## src/hdl/skht_pkg.sv

```systemverilog
package skht_pkg;

    // FNV-1a 64-bit constants; the prime is 2^40 + 0x1b3
    localparam logic [63:0] FNV_BASIS       = 64'hcbf29ce484222325;
    localparam logic [8:0]  FNV_PRIME_LO    = 9'h1b3;
    localparam int          FNV_PRIME_SHIFT = 40;

    localparam int KEY_LEN_W = 4;
    localparam int COUNT_W   = 9;

    localparam logic [COUNT_W-1:0] LIMIT_RESET     = 9'd192;
    localparam logic [2:0]         REG_ENTRY_LIMIT = 3'd0;

    typedef enum logic [2:0] {
        ST_INSERTED  = 3'd0,
        ST_UPDATED   = 3'd1,
        ST_FOUND     = 3'd2,
        ST_NOT_FOUND = 3'd3,
        ST_EMPTY     = 3'd4,
        ST_FULL      = 3'd5,
        ST_TOO_LONG  = 3'd6
    } t_status;

    typedef enum logic [2:0] {
        S_CLEAR,
        S_IDLE,
        S_CHECK,
        S_MOD,
        S_START,
        S_READ,
        S_COMPARE,
        S_RESP
    } t_state;

    // controller -> datapath
    typedef struct packed {
        logic    take;
        logic    clr_step;
        logic    mod_start;
        logic    mod_step;
        logic    probe_start;
        logic    rd;
        logic    probe_next;
        logic    wr_slot;
        logic    cnt_inc;
        logic    out_load;
        t_status status;
    } t_cmd;

    // datapath -> controller
    typedef struct packed {
        logic key_overlong;
        logic key_empty;
        logic func_get;
        logic need_mod;
        logic mod_last;
        logic clr_last;
        logic slot_empty;
        logic key_match;
        logic probe_end;
        logic limit_hit;
        logic out_free;
    } t_sts;

endpackage

```

## src/hdl/skht_ctrl.sv

```systemverilog
module skht_ctrl (
    input  logic           i_clk,
    input  logic           i_rst_n,
    input  logic           i_in_valid,
    input  logic           i_in_last,
    output logic           o_in_ready,
    input  skht_pkg::t_sts i_sts,
    output skht_pkg::t_cmd o_cmd
);
    skht_pkg::t_state  r_state, n_state;
    skht_pkg::t_status r_status, n_status;

    always_ff @(posedge i_clk) begin
        if (!i_rst_n) begin
            r_state  <= skht_pkg::S_CLEAR;
            r_status <= skht_pkg::ST_NOT_FOUND;
        end else begin
            r_state  <= n_state;
            r_status <= n_status;
        end
    end

    // next state and result code
    always_comb begin
        n_state  = r_state;
        n_status = r_status;
        case (r_state)
            skht_pkg::S_CLEAR: begin
                if (i_sts.clr_last) n_state = skht_pkg::S_IDLE;
            end
            skht_pkg::S_IDLE: begin
                if (i_in_valid && i_in_last) n_state = skht_pkg::S_CHECK;
            end
            skht_pkg::S_CHECK: begin
                if (i_sts.key_overlong) begin
                    n_status = skht_pkg::ST_TOO_LONG;
                    n_state  = skht_pkg::S_RESP;
                end else if (i_sts.key_empty) begin
                    n_status = skht_pkg::ST_EMPTY;
                    n_state  = skht_pkg::S_RESP;
                end else if (i_sts.need_mod) begin
                    n_state = skht_pkg::S_MOD;
                end else begin
                    n_state = skht_pkg::S_START;
                end
            end
            skht_pkg::S_MOD: begin
                if (i_sts.mod_last) n_state = skht_pkg::S_START;
            end
            skht_pkg::S_START: begin
                n_state = skht_pkg::S_READ;
            end
            skht_pkg::S_READ: begin
                n_state = skht_pkg::S_COMPARE;
            end
            skht_pkg::S_COMPARE: begin
                n_state = skht_pkg::S_RESP;
                if (i_sts.slot_empty) begin
                    if (i_sts.func_get)       n_status = skht_pkg::ST_NOT_FOUND;
                    else if (i_sts.limit_hit) n_status = skht_pkg::ST_FULL;
                    else                      n_status = skht_pkg::ST_INSERTED;
                end else if (i_sts.key_match) begin
                    n_status = i_sts.func_get ? skht_pkg::ST_FOUND : skht_pkg::ST_UPDATED;
                end else if (i_sts.probe_end) begin
                    n_status = i_sts.func_get ? skht_pkg::ST_NOT_FOUND : skht_pkg::ST_FULL;
                end else begin
                    n_state = skht_pkg::S_READ;
                end
            end
            skht_pkg::S_RESP: begin
                if (i_sts.out_free) n_state = skht_pkg::S_IDLE;
            end
            default: n_state = skht_pkg::S_IDLE;
        endcase
    end

    // commands
    always_comb begin
        o_cmd        = '0;
        o_cmd.status = r_status;
        o_in_ready   = 1'b0;
        case (r_state)
            skht_pkg::S_CLEAR: begin
                o_cmd.clr_step = 1'b1;
            end
            skht_pkg::S_IDLE: begin
                o_in_ready = 1'b1;
                o_cmd.take = i_in_valid;
            end
            skht_pkg::S_CHECK: begin
                o_cmd.mod_start = 1'b1;
            end
            skht_pkg::S_MOD: begin
                o_cmd.mod_step = 1'b1;
            end
            skht_pkg::S_START: begin
                o_cmd.probe_start = 1'b1;
            end
            skht_pkg::S_READ: begin
                o_cmd.rd = 1'b1;
            end
            skht_pkg::S_COMPARE: begin
                if (i_sts.slot_empty) begin
                    if (!i_sts.func_get && !i_sts.limit_hit) begin
                        o_cmd.wr_slot = 1'b1;
                        o_cmd.cnt_inc = 1'b1;
                    end
                end else if (i_sts.key_match) begin
                    o_cmd.wr_slot = !i_sts.func_get;
                end else if (!i_sts.probe_end) begin
                    o_cmd.probe_next = 1'b1;
                end
            end
            skht_pkg::S_RESP: begin
                o_cmd.out_load = i_sts.out_free;
            end
            default: o_cmd = '0;
        endcase
    end

`ifndef NO_ASSERTIONS
    a_clear_blocks_input: assert property (@(posedge i_clk) disable iff (!i_rst_n)
        (r_state == skht_pkg::S_CLEAR) |-> !o_in_ready)
        else $error("request taken during clearing pass");

    a_resp_to_idle: assert property (@(posedge i_clk) disable iff (!i_rst_n)
        o_cmd.out_load |=> (r_state == skht_pkg::S_IDLE))
        else $error("controller did not return to idle after response");

    a_write_ends_probe: assert property (@(posedge i_clk) disable iff (!i_rst_n)
        o_cmd.wr_slot |=> (r_state == skht_pkg::S_RESP))
        else $error("probe continued after slot write");

    a_insert_counts: assert property (@(posedge i_clk) disable iff (!i_rst_n)
        o_cmd.cnt_inc |-> (o_cmd.wr_slot && i_sts.slot_empty))
        else $error("entry count raised without insert");
`endif
endmodule

```

## config.mk

```make
export PLATFORM = sky130hd
export DESIGN_NAME = skht_ctrl
export DESIGN_NICKNAME = d
export VERILOG_FILES = /design/src/hdl/skht_pkg.sv /design/src/hdl/skht_ctrl.sv
export SDC_FILE = /design/constraint.sdc
export NUM_CORES = 1
export LEC_CHECK = 0
export BUFFER_PORTS_ARGS = -buffer_cell sky130_fd_sc_hd__clkbuf_2
export CAP_MARGIN = 20
export CORE_AREA = 4 4 41 43
export CTS_BUF_LIST = sky130_fd_sc_hd__clkbuf_16
export CTS_CLUSTER_SIZE = 20
export DETAILED_ROUTE_END_ITERATION = 10
export DIE_AREA = 0 0 45 47
export PLACE_DENSITY = 0.68
export SETUP_SLACK_MARGIN = 0.15
export SYNTH_ARGS = -nofsm -noshare
export SYNTH_HDL_FRONTEND = slang
export SYNTH_SLANG_ARGS = --single-unit
```

## constraint.sdc

```tcl
create_clock -name i_clk -period 2.55 [get_ports i_clk]
set_clock_uncertainty 0.15 [all_clocks]
set_input_delay 0.51 -clock i_clk [delete_from_list [all_inputs] [get_ports i_clk]]
set_output_delay 0.51 -clock i_clk [all_outputs]
set_load 0.03 [all_outputs]
```

Yosys cells after proc, flatten, opt, wreduce, memory -nomap -nowiden
Cells that the tools add are included.

storage, ports and cells
  register bits = 6
  bits of input ports = 15
  word-level logic and storage cells = 60

cells by class
  mux-type cells = 37
  reductions and logical operators = 8
  equal/unequal tests = 13

operators with widths
  operator                                                               count
  3-bit 2-to-1 mux                                                       16
  3-bit case mux with 8 select lines                                     1
  1-bit 2-to-1 mux                                                       14
  3-bit equality test, second input constant                             4
  2-bit 2-to-1 mux                                                       5
  2-bit inequality test, second input constant                           4
  3-bit by 2-bit equality test with 1-bit output, second input constant  2
  3-bit case mux with 2 select lines                                     1
  4-bit inequality test, second input constant                           1
  4-bit AND reduction                                                    1
  3-bit by 1-bit equality test with 1-bit output, second input constant  1
  3-bit logical NOT                                                      1
  3-bit inequality test, second input constant                           1
  3-bit AND reduction                                                    1
  1-bit logical AND                                                      2
  1-bit logical NOT                                                      2
  2-bit nonzero test                                                     1

Depth between registers and ports, before layout
  depth in word-level cells = 5
  gate-level depth with buffers = 5
  mapped depth without buffers = 4

Worst setup path before layout
OpenSTA, ideal clock, no wires.

  path type = register to output
  from = register r_state[0]
  to = output o_cmd[4] in the netlist's numbering
  path slack = 0.176 ns
  arrival = 1.714 ns
  path buffers = 1
  stages on the path, launching flop included = 4
  data required time = 1.890 ns
  cells stage by stage = dfxtp_1 -> buf_2 -> nand3b_4 -> nor4b_1

RTL lines
  item                    RTL line         RTL
  start, declared         skht_ctrl.sv:10  skht_pkg::t_state r_state, n_state;
  start signal, assigned  skht_ctrl.sv:15  r_state <= skht_pkg::S_CLEAR;
  start signal, assigned  skht_ctrl.sv:18  r_state <= n_state;
  end, declared           skht_ctrl.sv:8   output skht_pkg::t_cmd o_cmd

==> qor_table.md <==
| Metric | Value | Unit |
| --- | --- | --- |
| Outcome | finished, final reports clean | - |
| Max Buffers Root-to-Sink | 2 | - |
| Number of failing hold endpoints at the final stage | 0 | - |
| Type of element launching the critical path | flop | - |
| P&R area growth vs syn | 43.9 | % |
| Placed Area | 638 | sq um |
| Grt total ovfl | 0 | - |
| Post-detailed-route DRC marker count | 0 | - |
| Initial DRC count | 14 | - |
| Synthesized area per cell | 7.86 | sq um |
| Weighted congestion at the end of routability-driven global placement | 0.757 | - |
| CTS resizes | 0 | - |
| Final HPWL DP | 994 | um |
| Clock group share of total power | 30.1 | % |
| Y dimension of the die | 47 | um |
| Total iterations of the first detailed-routing run | 4 | - |
| Reg2Reg Setup Slack | 0.78 | ns |
| Total area of multi-input combinational cells | 340 | sq um |
| RSZ-0062 raised after global routing | false | - |
| Overall power of the completed layout | 0.000832 | W |
| Hold Crit Depth | 2 | - |
| Worst path depth | 4 | - |
| Switching Fraction | 43.6 | % |
| Insertion delay of the later-clocked pin in the worst-skew pair | 0.23 | ns |
| Cell taking the most area after synthesis | dfxtp_1 | - |
| TritonCTS Sinks | 6 | - |
| Die outline area | 2120 | sq um |
| Routed length per placed instance | 12.3 | um |
| Pwr Density | 1170 | nW/um^2 |
| Mean number of vias per cell | 5.37 | - |
| Fraction of power consumed by sequential logic | 23.7 | % |
| Reported net switching power | 0.000363 | W |
| Remaining antenna violation count | 0 | - |
| Reg clk slew, reported paths | 0.03 | ns |
| Critical Path, Cell by Cell | inv_1, nor3_1, and2_1, clkbuf_2 | - |
| Rel. slew slack | 69.3 | % |
| Leading cell types in the layout, fill and taps excluded | clkbuf_2, nand2_1, nor2_1, dfxtp_1, nor3_1 | - |
| Slowest CP cell | dfxtp_1 | - |
| Final setup violation count | 0 | - |
| Filler cells | 142 | - |
| Multiplexer share of the synthesized area | 8.33 | % |
| Worst Path Max Fanout | 12 | - |
| Total of max-cap violations | 0 | - |
| Layout cell share with drive strength beyond 1 | 39.1 | % |
| Combinational family with the most area after synthesis | simple AND/OR/NAND/NOR gates | - |
| FF+latch count, synth | 6 | - |
| Data arrival, critical path | 1.54 | ns |
| R2R Path Start | r_state[1]$_SDFFE_PN0P_ | - |
| Warnings, synthesis | 0 | - |
| Global-route usage over all layers | 14.6 | % |
| Cell area after layout | 713 | sq um |
| Max H-tree Level | 1 | - |
| Critical path class | flop to output pin | - |
| Depth of the most critical reg-to-reg path | 4 | - |
| Worst VDD drop | 0.634 | mV |
| Hold/Removal Path Class | flop to flop | - |
| Number of global-route vias before repair | 547 | - |
| Endpoint of the worst register-to-register path | r_status[0]$_SDFFE_PN1P_ | - |
| Commonest non-fill, non-tap cell in the layout | clkbuf_2 | - |
| Global-route wire length before repair | 2260 | um |
| Post-Place Worst Slack | 0.578 | ns |
| Internal power contribution | 0.000469 | W |
| Post-synthesis share of cell area spent on and, or, nand and nor gates | 37.9 | % |
| Post-synth top area share | 24.2 | % |
| Post-Route Setup TNS | 0 | ns |
| TritonCTS clock tree | built | - |
| Minimum period implied by the final worst setup slack | 2.20 | ns |
| Hold Path End | r_status[1]$_SDFFE_PN1P_ | - |
| Chip width | 45 | um |
| Largest net degree at the start of global routing | 14 | - |
| Number of hold-repair buffers added at the cts stage | 0 | - |
| Post-synthesis adder-cell area fraction | 0 | % |
| Longest individual stage delay on the worst path | 0.57 | ns |
| Complex-gate fraction of the synthesized area | 22.5 | % |
| Port Buffers | 28 | - |
| Max Fclk | 0.455 | GHz |
| Number of antenna violations at the first check in global routing | 0 | - |
| Total number of vias | 575 | - |
| Root cell of the clock tree | clkbuf_16 | - |
| Number of antenna diodes | 0 | - |
| Leakage component of the power | 0.354 | nW |
| Sequential area share after synthesis | 24.2 | % |
| Final net count | 109 | - |
| Period utilisation layout | 86.1 | % |
| Fraction of synthesized cell area in xor and xnor cells | 0 | % |
| Syn Nets | 78 | - |
| Data required time at the worst endpoint | 1.89 | ns |
| Number of distinct library cells after synthesis | 29 | - |
| Buffers inserted during post-CTS setup optimization | 0 | - |
| Core Region | 1300 | sq um |
| Kind of cell with the highest combined delay on the critical path | flip-flops | - |
| Slew at the pin closest to its max-slew limit | 0.460 | ns |
| Number of placement rows | 13 | - |
| Critical Path Sink Type | output pin | - |
| Max-slew violation total from the final report | 0 | - |
| Starting density of the core | 38.1 | % |
| Buffers and inverters on the worst path | 2 | - |
| Sequential cell area | 120 | sq um |
| Hold_sp | r_status[1]$_SDFFE_PN1P_ | - |
| Io pins | 29 | - |
| Portion of total power attributed to combinational logic | 46.1 | % |
| Post-Syn Area | 495 | sq um |
| Ranking of synthesized cells by area | dfxtp_1, nand2_1, mux2i_1, nor2_1, o32ai_4 | - |
| Synthesized netlist cell count | 63 | - |
| Post-route worst setup slack | 0.353 | ns |
| Final Routed Wirelength | 1320 | um |
| Total clock buffers created by CTS | 3 | - |
==> power by group through the flow <==
| stage | Sequential [W] | Combinational [W] | Clock [W] |
|---|---|---|---|
| global route | 0.000207 | 0.000417 | 0.000259 |
| detailed placement | 0.000199 | 0.000382 | 0 |
| finish | 0.000197 | 0.000384 | 0.000251 |
| floorplan | 0.000175 | 0.000330 | 0 |
| CTS | 0.000198 | 0.000388 | 0.000255 |
| global placement | 0.000198 | 0.000378 | 0 |
==> worst min-delay path: stages, from the launching register on <==
cell and delay, ns:
dfxtp_1 0.31, mux2i_1 0.06, nand2_1 0.06
==> through the flow <==
stage,hold WS [ns],cells,util [%]
after CTS,0.323,107,54.8
after detailed placement,0.313,104,49.0
after floorplan,0.371,63,-
after global routing,0.339,107,54.8
final,0.317,107,54.8
after global placement,0.307,104,49.0
==> kinds of logic (layout without fill, tap and decap cells) <==
| group | Yosys count | after routing |
|---|---|---|
| muxes | 4 | 4 |
| DFF | 6 | 6 |
| and+or+nand+nor | 35 | 35 |
| AOI/OAI and AO/OA | 12 | 12 |
| buffers and inverters | 6 | 35 |
==> cells in the mapped netlist <==
cell,number
a31oi_1,2
nor3b_1,1
a211oi_2,1
nand4_1,1
nand3b_1,1
nand2_1,9
nand3b_4,1
inv_1,3
and3_1,1
nor2_1,8
buf_6,1
nand2b_1,2
o211ai_1,1
buf_4,1
o32ai_4,1
nand3_1,1
nor3_1,5
nor2b_1,2
or3_1,1
o2111ai_1,1
a221oi_1,2
mux2_2,1
nor4b_1,1
buf_2,1
o211a_1,1
and2_1,1
a21oi_1,3
mux2i_1,3
dfxtp_1,6
==> how the worst max path moves through the flow <==
stage                            start        end  slack [ns]
2_1_floorplan  r_state[0]$_SDFFE_PN0P_   o_cmd[4]        0.18
4_1_cts        r_state[0]$_SDFFE_PN0P_  o_cmd[12]        0.33
6_report       r_state[0]$_SDFFE_PN0P_  o_cmd[12]        0.35
3_3_place_gp                  i_sts[4]   o_cmd[6]        0.59
5_1_grt        r_state[0]$_SDFFE_PN0P_  o_cmd[12]        0.19
3_5_place_dp   r_state[0]$_SDFFE_PN0P_  o_cmd[12]        0.58
==> registers in the layout (all words and copies together), names as in the netlist <==
signal	flops
r_state	3
r_status	3
==> area by class of cell <==
cell class                      instances  share of cell area (%)
Clock buffer                            3                    10.5
Sequential cell                         6                    16.8
Multi-Input combinational cell         51                    47.7
Tap cell                               15                    2.63
Inverter                                3                    1.58
Timing Repair Buffer                   29                    20.7
==> metal layers <==
layer	vias to the layer above	track usage, %	wire (um)
li1	290	-	-
met1	260	16.9	527
met2	21	24.9	669
met3	4	2.68	106
met4	0	8.77	17
met5	-	0	0
(Power assumes the default switching activity.)
